<file path="config.mk">
export PLATFORM = sky130hd
export DESIGN_NAME = counting_semaphore_table
export DESIGN_NICKNAME = d
export VERILOG_FILES = /design/src/design/csem_pkg.sv /design/src/design/csem_front.sv /design/src/design/csem_cmdq.sv /design/src/design/csem_back.sv /design/src/design/counting_semaphore_table.sv
export SDC_FILE = /design/constraint.sdc
export NUM_CORES = 1
export LEC_CHECK = 0
export ABC_CLOCK_PERIOD_IN_PS = 7800
export BUFFER_PORTS_ARGS = -buffer_cell sky130_fd_sc_hd__buf_2
export CAP_MARGIN = 15
export CORE_ASPECT_RATIO = 0.7
export CORE_MARGIN = 2
export CORE_UTILIZATION = 28
export CTS_BUF_LIST = sky130_fd_sc_hd__clkbuf_2
export DETAILED_ROUTE_END_ITERATION = 8
export GPL_TIMING_DRIVEN = 0
export PLACE_DENSITY = 0.4
export SLEW_MARGIN = 20
export SYNTH_ARGS = -nofsm -noshare
export SYNTH_HDL_FRONTEND = slang
export SYNTH_SLANG_ARGS = --single-unit
</file>
<file path="constraint.sdc">
create_clock -name clk -period 7.8 [get_ports clk]
set_clock_uncertainty 0.2 [all_clocks]
set_input_delay 0.39 -clock clk [delete_from_list [all_inputs] [get_ports clk]]
set_output_delay 0.39 -clock clk [all_outputs]
set_load 0.02 [all_outputs]
</file>
<file path="src/design/csem_pkg.sv">
// ----------------------------------------------------------------------------
// csem_pkg: shared types and constants for the counting semaphore table
// Sizes of the slot table and the waiter link store, field widths, operation
// codes, the command word passed from front to back, and link helpers.
// ----------------------------------------------------------------------------
package csem_pkg;

  // table sizes
  localparam int NUM_SEMS    = 16;
  localparam int NUM_PROCS   = 64;
  localparam int MAX_RESULTS = 64;

  // field widths fixed by the interface
  localparam int MODE_W  = 2;
  localparam int ID_W    = 8;
  localparam int PID_W   = 6;
  localparam int COUNT_W = 16;
  localparam int CID_W   = 4;

  // derived internal widths
  localparam int SEM_W  = (NUM_SEMS > 1) ? $clog2(NUM_SEMS) : 1;
  localparam int PROC_W = $clog2(NUM_PROCS);
  localparam int LINK_W = $clog2(NUM_PROCS + 1);
  localparam int CNT_W  = (MAX_RESULTS > 1) ? $clog2(MAX_RESULTS) : 1;

  // command queue between front and back
  localparam int CMDQ_DEPTH = 2;
  localparam int CMDQ_AW    = (CMDQ_DEPTH > 1) ? $clog2(CMDQ_DEPTH) : 1;
  localparam int CMDQ_CW    = $clog2(CMDQ_DEPTH + 1);

  // link value that ends a waiter list (always >= NUM_PROCS)
  localparam logic [LINK_W-1:0] EMPTY_LINK = '1;

  // count limits
  localparam logic signed [COUNT_W-1:0] COUNT_MIN = {1'b1, {(COUNT_W-1){1'b0}}};
  localparam logic signed [COUNT_W-1:0] COUNT_MAX = {1'b0, {(COUNT_W-1){1'b1}}};

  // request modes
  localparam logic [MODE_W-1:0] MODE_CREATE = 2'd0;
  localparam logic [MODE_W-1:0] MODE_WAIT   = 2'd1;
  localparam logic [MODE_W-1:0] MODE_SIGNAL = 2'd2;
  localparam logic [MODE_W-1:0] MODE_DELETE = 2'd3;

  // classified operations
  localparam int OP_W = 3;
  localparam logic [OP_W-1:0] OP_CREATE = 3'd0;
  localparam logic [OP_W-1:0] OP_WAIT   = 3'd1;
  localparam logic [OP_W-1:0] OP_SIGNAL = 3'd2;
  localparam logic [OP_W-1:0] OP_DELETE = 3'd3;
  localparam logic [OP_W-1:0] OP_ERROR  = 3'd4;

  typedef struct packed {
    logic [OP_W-1:0]           op;
    logic [SEM_W-1:0]          slot;
    logic [PID_W-1:0]          pid;
    logic signed [COUNT_W-1:0] init;
  } cmd_t;

  // process id to link value
  function automatic logic [LINK_W-1:0] pid_to_link(input logic [PID_W-1:0] p);
    logic [LINK_W+PID_W-1:0] w;
    w = {{LINK_W{1'b0}}, p};
    return w[LINK_W-1:0];
  endfunction

  // link value to process id field
  function automatic logic [PID_W-1:0] link_to_pid(input logic [LINK_W-1:0] l);
    logic [LINK_W+PID_W-1:0] w;
    w = {{PID_W{1'b0}}, l};
    return w[PID_W-1:0];
  endfunction

  // a link names a real process
  function automatic logic link_live(input logic [LINK_W-1:0] l);
    return ({1'b0, l} < (LINK_W+1)'(NUM_PROCS));
  endfunction

  // link store address of a live link
  function automatic logic [PROC_W-1:0] link_addr(input logic [LINK_W-1:0] l);
    return l[PROC_W-1:0];
  endfunction

endpackage

</file>
<file path="src/design/csem_front.sv">
// ----------------------------------------------------------------------------
// csem_front: request intake and classification
// Takes request transfers, range-checks id and pid, and registers a command
// word for the back end.
// ----------------------------------------------------------------------------
module csem_front (
  input  logic                          clk,
  input  logic                          rst,
  input  logic                          req_valid,
  output logic                          req_ready,
  input  logic [csem_pkg::MODE_W-1:0]   mode,
  input  logic [csem_pkg::ID_W-1:0]     sem_id,
  input  logic [csem_pkg::PID_W-1:0]    pid,
  input  logic signed [csem_pkg::COUNT_W-1:0] initial_count,
  output logic                          cmd_valid,
  input  logic                          cmd_ready,
  output csem_pkg::cmd_t                cmd
);
  import csem_pkg::*;

  logic id_ok;
  logic pid_ok;
  cmd_t cmd_next;

  // range checks and operation decode
  always_comb begin
    id_ok  = ({1'b0, sem_id} < (ID_W+1)'(NUM_SEMS));
    pid_ok = ({3'b000, pid} < (PID_W+3)'(NUM_PROCS));
    cmd_next.slot = sem_id[SEM_W-1:0];
    cmd_next.pid  = pid;
    cmd_next.init = initial_count;
    case (mode)
      MODE_CREATE: cmd_next.op = OP_CREATE;
      MODE_WAIT:   cmd_next.op = (id_ok && pid_ok) ? OP_WAIT : OP_ERROR;
      MODE_SIGNAL: cmd_next.op = id_ok ? OP_SIGNAL : OP_ERROR;
      MODE_DELETE: cmd_next.op = id_ok ? OP_DELETE : OP_ERROR;
      default:     cmd_next.op = OP_ERROR;
    endcase
  end

  assign req_ready = !cmd_valid || cmd_ready;

  // command register
  always_ff @(posedge clk) begin
    if (rst) begin
      cmd_valid <= 1'b0;
    end else if (req_ready) begin
      cmd_valid <= req_valid;
    end
  end

  always_ff @(posedge clk) begin
    if (req_valid && req_ready) begin
      cmd <= cmd_next;
    end
  end

endmodule

</file>
<file path="src/design/csem_cmdq.sv">
// ----------------------------------------------------------------------------
// csem_cmdq: short command queue
// Small FIFO of classified commands that lets the front keep taking requests
// while the back end is busy with a multi-cycle operation.
// ----------------------------------------------------------------------------
module csem_cmdq (
  input  logic           clk,
  input  logic           rst,
  input  logic           push_valid,
  output logic           push_ready,
  input  csem_pkg::cmd_t push_cmd,
  output logic           pop_valid,
  input  logic           pop_ready,
  output csem_pkg::cmd_t pop_cmd
);
  import csem_pkg::*;

  cmd_t               q [CMDQ_DEPTH];
  logic [CMDQ_AW-1:0] wr_ptr;
  logic [CMDQ_AW-1:0] rd_ptr;
  logic [CMDQ_CW-1:0] fill;
  logic               do_push;
  logic               do_pop;

  assign push_ready = (fill != CMDQ_CW'(CMDQ_DEPTH));
  assign pop_valid  = (fill != '0);
  assign pop_cmd    = q[rd_ptr];
  assign do_push    = push_valid && push_ready;
  assign do_pop     = pop_valid && pop_ready;

  // pointers and fill level
  always_ff @(posedge clk) begin
    if (rst) begin
      wr_ptr <= '0;
      rd_ptr <= '0;
      fill   <= '0;
    end else begin
      if (do_push) begin
        wr_ptr <= (wr_ptr == CMDQ_AW'(CMDQ_DEPTH - 1)) ? '0 : wr_ptr + 1'b1;
      end
      if (do_pop) begin
        rd_ptr <= (rd_ptr == CMDQ_AW'(CMDQ_DEPTH - 1)) ? '0 : rd_ptr + 1'b1;
      end
      case ({do_push, do_pop})
        2'b10:   fill <= fill + 1'b1;
        2'b01:   fill <= fill - 1'b1;
        default: fill <= fill;
      endcase
    end
  end

  // entry storage
  always_ff @(posedge clk) begin
    if (do_push) begin
      q[wr_ptr] <= push_cmd;
    end
  end

endmodule

</file>
<file path="src/design/csem_back.sv">
// ----------------------------------------------------------------------------
// csem_back: semaphore execution engine
// Holds the slot table and the waiter link store, carries out create, wait,
// signal and delete, and drives the registered response stage.
// ----------------------------------------------------------------------------
module csem_back (
  input  logic                        clk,
  input  logic                        rst,
  input  logic                        cmd_valid,
  output logic                        cmd_ready,
  input  csem_pkg::cmd_t              cmd,
  output logic                        rsp_valid,
  input  logic                        rsp_ready,
  output logic                        status,
  output logic [csem_pkg::CID_W-1:0]  created_id,
  output logic                        must_block,
  output logic                        woken_valid,
  output logic [csem_pkg::PID_W-1:0]  woken_pid,
  output logic                        last
);
  import csem_pkg::*;

  localparam logic [1:0] ST_IDLE = 2'd0;
  localparam logic [1:0] ST_LINK = 2'd1;
  localparam logic [1:0] ST_POP  = 2'd2;
  localparam logic [1:0] ST_WALK = 2'd3;

  // slot table
  logic [NUM_SEMS-1:0]       used;
  logic signed [COUNT_W-1:0] level  [NUM_SEMS];
  logic [LINK_W-1:0]         qfirst [NUM_SEMS];
  logic [LINK_W-1:0]         qlast  [NUM_SEMS];

  // waiter link store
  logic [LINK_W-1:0] next_waiter [NUM_PROCS];
  logic [LINK_W-1:0] rdata;

  // sequencer and working registers
  logic [1:0]        state, state_next;
  logic [SEM_W-1:0]  wslot;
  logic [PID_W-1:0]  wpid;
  logic [LINK_W-1:0] cur, cur_next;
  logic [CNT_W-1:0]  kcnt, kcnt_next;
  logic              ld_work;

  // slot view
  logic [SEM_W-1:0]          sel_slot;
  logic signed [COUNT_W-1:0] lvl, lvl_dec, lvl_inc;
  logic [LINK_W-1:0]         sfirst, slast;
  logic                      sused;

  // free slot search
  logic             free_found;
  logic [SEM_W-1:0] free_idx;
  logic [SEM_W+CID_W-1:0] cid_ext;

  // table write controls
  logic [SEM_W-1:0]          tbl_idx;
  logic                      wr_used, used_val;
  logic                      wr_level;
  logic signed [COUNT_W-1:0] level_val;
  logic                      wr_first, wr_last;
  logic [LINK_W-1:0]         first_val, last_val;

  // link store controls
  logic              mw_en, mr_en;
  logic [PROC_W-1:0] mw_addr, mr_addr;
  logic [LINK_W-1:0] mw_data;

  // response controls
  logic             out_free;
  logic             emit;
  logic             e_status, e_blk, e_wv, e_last;
  logic [CID_W-1:0] e_cid;
  logic [PID_W-1:0] e_wp;

  assign out_free = !rsp_valid || rsp_ready;
  assign sel_slot = (state == ST_IDLE) ? cmd.slot : wslot;
  assign lvl      = level[sel_slot];
  assign sfirst   = qfirst[sel_slot];
  assign slast    = qlast[sel_slot];
  assign sused    = used[sel_slot];
  assign lvl_dec  = (lvl == COUNT_MIN) ? lvl : lvl - 16'sd1;
  assign lvl_inc  = (lvl == COUNT_MAX) ? lvl : lvl + 16'sd1;

  // lowest free slot
  always_comb begin
    free_found = 1'b0;
    free_idx   = '0;
    for (int i = NUM_SEMS - 1; i >= 0; i--) begin
      if (!used[i]) begin
        free_found = 1'b1;
        free_idx   = SEM_W'(i);
      end
    end
  end

  assign cid_ext = {{CID_W{1'b0}}, free_idx};

  // operation sequencer
  always_comb begin
    state_next = state;
    cmd_ready  = 1'b0;
    ld_work    = 1'b0;
    cur_next   = cur;
    kcnt_next  = kcnt;
    tbl_idx    = sel_slot;
    wr_used    = 1'b0;
    used_val   = 1'b0;
    wr_level   = 1'b0;
    level_val  = lvl;
    wr_first   = 1'b0;
    first_val  = EMPTY_LINK;
    wr_last    = 1'b0;
    last_val   = EMPTY_LINK;
    mw_en      = 1'b0;
    mw_addr    = '0;
    mw_data    = EMPTY_LINK;
    mr_en      = 1'b0;
    mr_addr    = '0;
    emit       = 1'b0;
    e_status   = 1'b0;
    e_cid      = '0;
    e_blk      = 1'b0;
    e_wv       = 1'b0;
    e_wp       = '0;
    e_last     = 1'b1;
    case (state)
      ST_IDLE: begin
        if (cmd_valid && out_free) begin
          cmd_ready = 1'b1;
          ld_work   = 1'b1;
          case (cmd.op)
            OP_CREATE: begin
              emit = 1'b1;
              if (free_found) begin
                tbl_idx   = free_idx;
                wr_used   = 1'b1;
                used_val  = 1'b1;
                wr_level  = 1'b1;
                level_val = cmd.init;
                wr_first  = 1'b1;
                wr_last   = 1'b1;
                e_cid     = cid_ext[CID_W-1:0];
              end else begin
                e_status = 1'b1;
              end
            end
            OP_WAIT: begin
              if (!sused) begin
                emit     = 1'b1;
                e_status = 1'b1;
              end else begin
                wr_level  = 1'b1;
                level_val = lvl_dec;
                if (lvl_dec[COUNT_W-1]) begin
                  // caller will queue: terminate its link first
                  mw_en      = 1'b1;
                  mw_addr    = link_addr(pid_to_link(cmd.pid));
                  mw_data    = EMPTY_LINK;
                  state_next = ST_LINK;
                end else begin
                  emit = 1'b1;
                end
              end
            end
            OP_SIGNAL: begin
              if (!sused) begin
                emit     = 1'b1;
                e_status = 1'b1;
              end else begin
                wr_level  = 1'b1;
                level_val = lvl_inc;
                if (lvl_inc[COUNT_W-1] || (lvl_inc == '0)) begin
                  if (!link_live(sfirst)) begin
                    emit     = 1'b1;
                    e_status = 1'b1;
                  end else begin
                    mr_en      = 1'b1;
                    mr_addr    = link_addr(sfirst);
                    state_next = ST_POP;
                  end
                end else begin
                  emit = 1'b1;
                end
              end
            end
            OP_DELETE: begin
              if (link_live(sfirst)) begin
                mr_en      = 1'b1;
                mr_addr    = link_addr(sfirst);
                cur_next   = sfirst;
                kcnt_next  = '0;
                state_next = ST_WALK;
              end else begin
                wr_used  = 1'b1;
                wr_first = 1'b1;
                wr_last  = 1'b1;
                emit     = 1'b1;
              end
            end
            default: begin
              emit     = 1'b1;
              e_status = 1'b1;
            end
          endcase
        end
      end
      ST_LINK: begin
        if (out_free) begin
          // append caller at the tail
          if (link_live(slast)) begin
            mw_en   = 1'b1;
            mw_addr = link_addr(slast);
            mw_data = pid_to_link(wpid);
          end else begin
            wr_first  = 1'b1;
            first_val = pid_to_link(wpid);
          end
          wr_last    = 1'b1;
          last_val   = pid_to_link(wpid);
          emit       = 1'b1;
          e_blk      = 1'b1;
          state_next = ST_IDLE;
        end
      end
      ST_POP: begin
        if (out_free) begin
          // dequeue head, rdata holds its successor
          emit     = 1'b1;
          e_wv     = 1'b1;
          e_wp     = link_to_pid(sfirst);
          wr_first = 1'b1;
          if (link_live(rdata)) begin
            first_val = rdata;
          end else begin
            wr_last = 1'b1;
          end
          state_next = ST_IDLE;
        end
      end
      ST_WALK: begin
        if (out_free) begin
          // release one waiter per cycle while the response register is free
          emit   = 1'b1;
          e_wv   = 1'b1;
          e_wp   = link_to_pid(cur);
          e_last = !link_live(rdata) || (kcnt == CNT_W'(MAX_RESULTS - 1));
          if (e_last) begin
            wr_used    = 1'b1;
            wr_first   = 1'b1;
            wr_last    = 1'b1;
            state_next = ST_IDLE;
          end else begin
            cur_next  = rdata;
            kcnt_next = kcnt + 1'b1;
            mr_en     = 1'b1;
            mr_addr   = link_addr(rdata);
          end
        end
      end
      default: begin
        state_next = ST_IDLE;
      end
    endcase
  end

  // sequencer state
  always_ff @(posedge clk) begin
    if (rst) begin
      state <= ST_IDLE;
    end else begin
      state <= state_next;
    end
  end

  // working registers
  always_ff @(posedge clk) begin
    if (ld_work) begin
      wslot <= cmd.slot;
      wpid  <= cmd.pid;
    end
    cur  <= cur_next;
    kcnt <= kcnt_next;
  end

  // slot table control fields
  always_ff @(posedge clk) begin
    if (rst) begin
      used <= '0;
      for (int i = 0; i < NUM_SEMS; i++) begin
        qfirst[i] <= EMPTY_LINK;
        qlast[i]  <= EMPTY_LINK;
      end
    end else begin
      if (wr_used) begin
        used[tbl_idx] <= used_val;
      end
      if (wr_first) begin
        qfirst[tbl_idx] <= first_val;
      end
      if (wr_last) begin
        qlast[tbl_idx] <= last_val;
      end
    end
  end

  // slot counts
  always_ff @(posedge clk) begin
    if (wr_level) begin
      level[tbl_idx] <= level_val;
    end
  end

  // waiter link memory, registered read
  always_ff @(posedge clk) begin
    if (mw_en) begin
      next_waiter[mw_addr] <= mw_data;
    end
    if (mr_en) begin
      rdata <= next_waiter[mr_addr];
    end
  end

  // response register
  always_ff @(posedge clk) begin
    if (rst) begin
      rsp_valid <= 1'b0;
    end else if (emit) begin
      rsp_valid <= 1'b1;
    end else if (rsp_ready) begin
      rsp_valid <= 1'b0;
    end
  end

  always_ff @(posedge clk) begin
    if (emit) begin
      status      <= e_status;
      created_id  <= e_cid;
      must_block  <= e_blk;
      woken_valid <= e_wv;
      woken_pid   <= e_wp;
      last        <= e_last;
    end
  end

endmodule

</file>
<file path="src/design/counting_semaphore_table.sv">
// ----------------------------------------------------------------------------
// counting_semaphore_table: table of counting semaphores with FIFO wait lists
// Front end classifies requests, a short command queue decouples it from the
// back end, which owns the slot table and waiter links.
// ----------------------------------------------------------------------------
// The block serves one request at a time in its back end. A wait that
// queues the caller and a signal that wakes a waiter go through a second
// state (ST_LINK or ST_POP): the waiter link memory, with one write port
// and a registered read, needs a write or a read before the list can be
// relinked. Delete walks the link memory in ST_WALK, one result per released
// waiter (at most 64). Front end and command queue each register the command;
// the queue keeps taking requests until both its entries are full while the
// back end works or a response waits to be taken. There is no clearing pass
// after reset; link entries are only read once written.
module counting_semaphore_table (
  input  logic                          clk,
  input  logic                          rst,
  input  logic                          req_valid,
  output logic                          req_ready,
  input  logic [csem_pkg::MODE_W-1:0]   mode,
  input  logic [csem_pkg::ID_W-1:0]     sem_id,
  input  logic [csem_pkg::PID_W-1:0]    pid,
  input  logic signed [csem_pkg::COUNT_W-1:0] initial_count,
  output logic                          rsp_valid,
  input  logic                          rsp_ready,
  output logic                          status,
  output logic [csem_pkg::CID_W-1:0]    created_id,
  output logic                          must_block,
  output logic                          woken_valid,
  output logic [csem_pkg::PID_W-1:0]    woken_pid,
  output logic                          last
);
  import csem_pkg::*;

  logic cf_valid, cf_ready;
  cmd_t cf_cmd;
  logic qb_valid, qb_ready;
  cmd_t qb_cmd;

  // intake and classification
  csem_front u_front (
    .clk           (clk),
    .rst           (rst),
    .req_valid     (req_valid),
    .req_ready     (req_ready),
    .mode          (mode),
    .sem_id        (sem_id),
    .pid           (pid),
    .initial_count (initial_count),
    .cmd_valid     (cf_valid),
    .cmd_ready     (cf_ready),
    .cmd           (cf_cmd)
  );

  // decoupling queue
  csem_cmdq u_cmdq (
    .clk        (clk),
    .rst        (rst),
    .push_valid (cf_valid),
    .push_ready (cf_ready),
    .push_cmd   (cf_cmd),
    .pop_valid  (qb_valid),
    .pop_ready  (qb_ready),
    .pop_cmd    (qb_cmd)
  );

  // execution
  csem_back u_back (
    .clk         (clk),
    .rst         (rst),
    .cmd_valid   (qb_valid),
    .cmd_ready   (qb_ready),
    .cmd         (qb_cmd),
    .rsp_valid   (rsp_valid),
    .rsp_ready   (rsp_ready),
    .status      (status),
    .created_id  (created_id),
    .must_block  (must_block),
    .woken_valid (woken_valid),
    .woken_pid   (woken_pid),
    .last        (last)
  );

endmodule

</file>
After elaboration in Yosys (flattened, before gate mapping) --
Memories as Yosys holds them, arrays and structs flattened. A register that Yosys moved wholly into a read port is not among the register bits. Index checks and enable logic that the tools add are counted.
Storage, ports and cells: bits in registers 89, memory bits (writable) 986, output and inout port bits 16, memories kept 5
Operators by class: $add $sub $neg 7, order comparisons 7, eq/ne operators 29, multiplexer cells 183, reduce and logical (&&, ||, !) cells 31
Memory list:
- u_back.next_waiter | words 64, bits a word 7, rd ports 1, clocked after Yosys merged registers in 1, wr ports 1, line csem_back.sv:35 | logic [LINK_W-1:0] next_waiter [NUM_PROCS];
- u_back.level | words 16, bits a word 16, rd ports 1, clocked after Yosys merged registers in 0, wr ports 1, line csem_back.sv:30 | logic signed [COUNT_W-1:0] level [NUM_SEMS];
- u_back.qfirst | words 16, bits a word 7, rd ports 1, clocked after Yosys merged registers in 0, wr ports 16, line csem_back.sv:31 | logic [LINK_W-1:0] qfirst [NUM_SEMS];
- u_back.qlast | words 16, bits a word 7, rd ports 1, clocked after Yosys merged registers in 0, wr ports 16, line csem_back.sv:32 | logic [LINK_W-1:0] qlast [NUM_SEMS];
- u_cmdq.q | words 2, bits a word 29, rd ports 1, clocked after Yosys merged registers in 1, wr ports 1, line csem_cmdq.sv:18 | cmd_t q [CMDQ_DEPTH];
Operator list (count):
- $mux W6 | 24
- $mux W16 | 7
- $mux W4 | 23
- $mux W1 | 79
- $mux W7 | 11
- $pmux W6 S2 | 6
- $pmux W16 S3 | 1
- $eq A16 B16 Y1 const B | 2
- $lt A7 B7 Y1 const B | 3
- $mux W2 | 10
- $add A16 B2 Y16 const B | 1
- $bwmux W16 | 1
- $logic_not A16 Y1 | 1
- $sub A16 B2 Y16 const B | 1
- $pmux W1 S2 | 7
- $pmux W7 S2 | 1
- $reduce_or A7 Y1 | 2
- $pmux W1 S4 | 3
- $pmux W2 S3 | 2
- $pmux W3 S4 | 1
- $reduce_and A11 Y1 | 1
- $eq A2 B2 Y1 const B | 5
- $lt A4 B5 Y1 const B | 2
- $ne A2 B2 Y1 const B | 5
- other kinds (30) | 58

Longest topological paths before layout --
depth in word-level cells 25, gate-level depth with buffers 31, depth with buffers taken out 22

Cells and area by module --
From an unflattened synthesis, not the netlist that was laid out.
Unflattened totals: cell total of the unflattened synthesis 3351, area total of the unflattened synthesis 46357.0 um^2
Modules (own cells, without submodules):
- csem_back | times used 1, cells an instance 3198, area each 43103.8 um^2
- csem_cmdq | times used 1, cells an instance 114, area each 2308.5 um^2
- csem_front | times used 1, cells an instance 39, area each 944.7 um^2

Least setup slack after synthesis --
Ideal clock, no wire load.
path kind reg-to-reg, start register u_back.state[0], end register u_back.rdata[5], read port of u_back.next_waiter (data pin), setup time 0.261 ns, arrival 5.740 ns, path slack 1.599 ns, stages on the path, launching flop included 30, path buffers 7, clock period less this slack 6.201 ns, cells stage by stage dfxtp_1 -> inv_1 -> ha_1 -> buf_6 -> nor2_1 -> buf_4 -> a21o_1 -> buf_4 -> buf_2 -> buf_2 -> nor2_1 -> a32oi_1 -> nand3_1 -> nand2_1 -> ha_1 -> inv_1 -> nor3_4 -> and4_1 -> buf_4 -> nand3_4 -> a311o_1 -> a211oi_2 -> a31o_2 -> a32o_1 -> buf_6 -> mux2i_1 -> mux2i_1 -> mux2_2 -> o211a_1 -> o32a_1
On the way: word-level cells in the longest chain between the ends 12, elaborated cells on any way between the ends 25, classes of those cells add/sub (1); order compare (1); eq/ne (2); mux (16); reduce/logical (3); memory (2)
Ends and longest elaborated chain:
- start: declaration | line csem_back.sv:39 | logic [1:0] state, state_next;
- start signal: assignment | line csem_back.sv:273 | state <= state_next;
- $logic_not A2 Y1 | line csem_back.sv:78, csem_back.sv:128
- $mux W4 | line csem_back.sv:78 | assign sel_slot = (state == ST_IDLE) ? cmd.slot : wslot;
- $mem_v2 Z16 W16
- $add A16 B2 Y16 / $eq A16 B16 Y1 (equally long branches) | line csem_back.sv:84 | assign lvl_inc = (lvl == COUNT_MAX) ? lvl : lvl + 16'sd1;
- $mux W16 | line csem_back.sv:84
- $logic_not A16 Y1 | line csem_back.sv:174 | if (lvl_inc[COUNT_W-1] || (lvl_inc == '0)) begin
- $logic_or A1 B1 Y1 | line csem_back.sv:174
- $mux W6 / $mux W1 (equally long branches) | line csem_back.sv:174
- $mux W6 / $mux W1 (equally long branches) | line csem_back.sv:168 | if (!sused) begin
- $pmux W6 S2 / $pmux W1 S2 (equally long branches) | line csem_back.sv:133 | case (cmd.op)
- $mux W6 / $mux W1 (equally long branches) | line csem_back.sv:130 | if (cmd_valid && out_free) begin
- $pmux W6 S2 / $pmux W1 S2 (equally long branches) | line csem_back.sv:128 | case (state)
- end: declaration | line csem_back.sv:36 | logic [LINK_W-1:0] rdata;
Several ways; a longest one is shown, not always the timed one. The select of a mux whose other input is x is not followed. A chain may end at the register's enable or synchronous reset.

Worst setup path in the final report --
start register u_back.state[1], end memory u_back.next_waiter[25][0] (netlist name) (enable)
On the way: word-level cells in the longest chain between the ends 12, elaborated cells on any way between the ends 27, classes of those cells add/sub (1); order compare (1); eq/ne (2); mux (20); reduce/logical (1); memory (2)
Ends and longest elaborated chain:
- $logic_not A2 Y1 | line csem_back.sv:78, csem_back.sv:128
- $mux W4 | line csem_back.sv:78
- $mem_v2 Z16 W16
- $sub A16 B2 Y16 / $eq A16 B16 Y1 (equally long branches) | line csem_back.sv:83 | assign lvl_dec = (lvl == COUNT_MIN) ? lvl : lvl - 16'sd1;
- $mux W16 | line csem_back.sv:83
- $mux W1 | line csem_back.sv:156 | if (lvl_dec[COUNT_W-1]) begin
- $mux W1 | line csem_back.sv:150 | if (!sused) begin
- $mux W1 | line csem_back.sv:133
- $mux W1 | line csem_back.sv:130
- $pmux W1 S2 | line csem_back.sv:128
- $mux W1 | line csem_back.sv:317 | if (mw_en) begin
- $mux W1 (implied by the code) | line csem_back.sv:318 | next_waiter[mw_addr] <= mw_data;
- end: declaration | line csem_back.sv:35
Several ways; a longest one is shown, not always the timed one. The select of a mux whose other input is x is not followed.

==> flow_summary.json <==
{
  "outcome": "complete, no violations",
  "synth_common_cells": "1058 x edfxtp_1, 601 x nand2_1, 261 x nor2_1",
  "yosys-top-cells-area": "edfxtp_1 67%, nand2_1 4.7%, mux4_2 3.4%, mux2i_1 3.2%, nor2_1 2.1%",
  "setup.worst_path.start_class": "flip-flop",
  "cts_tree": "built",
  "cp_num_buf_inv": 11,
  "clkPwrFrac_pct": 20.6,
  "die_area_um2": 174000,
  "tns_ns": 0,
  "fin_crit_sh_pct": 98.9,
  "place_area_um2": 51700,
  "power_frac_comb_pct": 41.0,
  "power_switching_share_pct": 42.8,
  "end_kind": "flip-flop",
  "cap_violations": 0,
  "ys_ff_latch": 1083,
  "portBuffers": 51,
  "drt-pass1-iter-count": 5,
  "antenna_found_initial": 11,
  "dr_total_vias": 33000,
  "critPathTopFamily": "buffers and inverters",
  "h-tree-depth": 5,
  "path_max_fanout": 10,
  "fillers": 16900,
  "startpoint": "u_back.state[1]",
  "synth.largest_area_cell": "edfxtp_1",
  "seqPwrFrac_pct": 38.5,
  "pin_count": 52,
  "fin_crit_ns": 7.72,
  "coreArea_um2": 169000,
  "crit_arrival_ns": 8.68,
  "clk_pin_slew_ns": 0.11,
  "clk_path_buf_depth": 4,
  "cpPeakStageDelay_ns": 0.79,
  "stdcell_count": 6485,
  "worst_pin_slew_ns": 1.22,
  "clk_latency_ns": 1.65,
  "worstSetupPathType": "reg2reg",
  "routabilityCongestion": 0.906,
  "die_height_um": 349,
  "routed_wirelength_mm": 172,
  "die_x_um": 497,
  "regToRegSetupSlack_ns": 0.08,
  "clock-sinks": 1083,
  "slew_violations": 0,
  "async_flop_share_pct": 0,
  "drt-vias-per-instance": 5.10,
  "routedWlPerCell_um": 26.6,
  "avgSynthCellArea_um2": 13.4,
  "dp_hpwl_mm": 121,
  "overflow": 0,
  "crit_path_frequent_cell": "buf_6",
  "numCtsBuffers": 299,
  "setup_viol": 0,
  "min_path_type": "reg2reg",
  "dr.first_iter.drc_count": 3541,
  "irDropWorstVdd_mv": 0.182,
  "area_growth_syn_to_layout_pct": 17.4,
  "final_cell_area_um2": 56000,
  "placed_cells": 5887,
  "synthCells": 3557,
  "synth.distinct_cells": 107,
  "netlist_area_um2": 47700,
  "critical_path.slowest_cell": "a32oi_1",
  "synth_edf_count": 1058,
  "cp_data_required_time_ns": 8.76,
  "grt_pass1_wl_mm": 244,
  "clockRootBuffer": "clkbuf_2",
  "p_leak_nw": 18.4,
  "rows": 126,
  "first_global_vias": 32200,
  "power_switching_w": 0.00830,
  "synth_warnings": 0,
  "grt.total_usage_pct": 19.5,
  "p_int_w": 0.0111,
  "slew_headroom_pct": 18.6,
  "drc_errors": 0,
  "r2r-start": "u_back.state[1]",
  "drive_gt1_share_pct": 26.0,
  "fmax_mhz": 130,
  "nets": 4111,
  "path_cells": "inv_1, ha_1, buf_6, buf_8, mux2_4, buf_6, buf_6, buf_4, buf_4, clkdlybuf4s15_2, clkbuf_2, clkdlybuf4s15_2, clkbuf_2, mux4_2, nand2_1, nand3_1, a32oi_1, nand3_2, nor2_2",
  "ys_seq_area_share_pct": 67.7,
  "min_from": "u_front.cmd[11]",
  "ys.flop_type": "edfxtp_1",
  "synth_fp_nets": 3603,
  "antenna_left": 0,
  "final-hold-violation-count": 0,
  "start_util_pct": 28.2,
  "rsz0062_at_grt": "true",
  "synth.most_common_cell": "edfxtp_1",
  "grt_max_degree": 49,
  "power.density_nw_per_um2": 346,
  "netlist.area_leader.share_pct": 66.6
}
==> cell families after synthesis <==
logic type,Yosys count,share of synthesized area [%]
buffers and inverters,271,3.08
muxes,258,7.47
adders and majority gates,10,0.262
and+or+nand+nor,1311,12.4
DFF,1083,67.7
xor gates and xnor gates,16,0.294
AOI/OAI and AO/OA,608,8.81
==> registers in the layout, indices dropped and copies added (netlist names), 6 cells and up, named ones only <==
signal,cells
u_back.next_waiter,448
u_back.level,256
u_back.qfirst,112
u_back.qlast,112
u_cmdq.q,58
u_front.cmd,29
u_back.used,16
u_back.rdata,7
u_back.cur,6
u_back.kcnt,6
u_back.woken_pid,6
u_back.wpid,6
==> placed cells by master (no fill, tap or decap), types with 57 or more instances in the layout <==
cell type,Yosys,routed
nand2_1,601,594
clkbuf_2,0,443
buf_2,63,87
mux4_2,71,71
nor2_1,261,176
mux2i_1,152,150
inv_1,63,62
nand3_1,136,131
edfxtp_1,1058,1058
a21oi_1,181,163
or2_2,114,114
a211oi_1,59,57
dlygate4sd3_1,0,101
buf_4,24,58
clkbuf_1,73,61
==> per-stage QoR <==
stage          hold slack [ns]  util, %  worst slack, ns  total power, W
2_1_floorplan            0.221        -             1.60          0.0118
3_3_place_gp             0.227     30.0            -1.89          0.0149
3_5_place_dp             0.233     30.6            -1.79          0.0152
4_1_cts                 0.0218     33.0           -0.127          0.0194
5_1_grt                  0.233     33.2          -0.0682          0.0203
6_report                 0.245     33.2           0.0836          0.0194
==> final timing paths <==
path	depth (start not counted)	end
max reg2reg	19	u_back.next_waiter[25][0]
min	0	u_cmdq.q[1][11]
max	19	u_back.next_waiter[25][0]
min reg2reg	0	u_cmdq.q[1][11]
==> per-layer routing <==
layer  routed length, um  share of wire, %  GRT usage (%)  vias up
met1               86300                50           30.4    16800
met2               69600                40           26.5     1329
met3               13100               7.6           4.47      253
li1                    -                 -              -    14600
met4                3320               1.9           5.65        2
met5                  13            0.0075              0        -
==> timing repair <==
| action | 4_1_cts | 5_1_grt |
|---|---|---|
| gates cloned | 0 | 0 |
| pin swaps | 8 | 6 |
| hold buffers | 101 | 0 |
| endpoints found under the hold margin | 923 | 0 |
| gates resized for setup | 145 | 66 |
| setup endpoints to repair | 805 | 451 |
| setup buffers | 7 | 9 |
==> worst register-to-register path: cells and delay by family (launching register included) <==
kind / cells / cell delay, ns
multiplexers: 2 / 0.71
adder cells (fa/ha/maj): 1 / 0.23
flip-flops: 1 / 0.35
AND/OR/NAND/NOR: 4 / 1.34
AO/OA/AOI/OAI: 1 / 0.79
buffers and inverters: 11 / 3.65
==> power groups by stage <==
stage | combinational (W) | clock, W | sequential, W
after floorplan | 0.00426 | 0 | 0.00757
after global placement | 0.00724 | 0 | 0.00765
after detailed placement | 0.00760 | 0 | 0.00759
after CTS | 0.00778 | 0.00414 | 0.00746
after global routing | 0.00845 | 0.00440 | 0.00748
final | 0.00794 | 0.00398 | 0.00746
==> cell type report <==
| cell class | instances | area [um2] | area share [%] |
|---|---|---|---|
| multi-input combinational | 2203 | 14800 | 26.4 |
| sequential | 1083 | 32300 | 57.7 |
| tap | 2240 | 2800 | 5.01 |
| inverter | 68 | 262 | 0.467 |
| timing repair buffer | 208 | 2140 | 3.83 |
| buffer | 202 | 1340 | 2.40 |
| clock inverter | 45 | 224 | 0.400 |
| antenna | 4 | 10.0 | 0.0179 |
| clock buffer | 432 | 2160 | 3.86 |
Power figures use the tool's default switching activity.
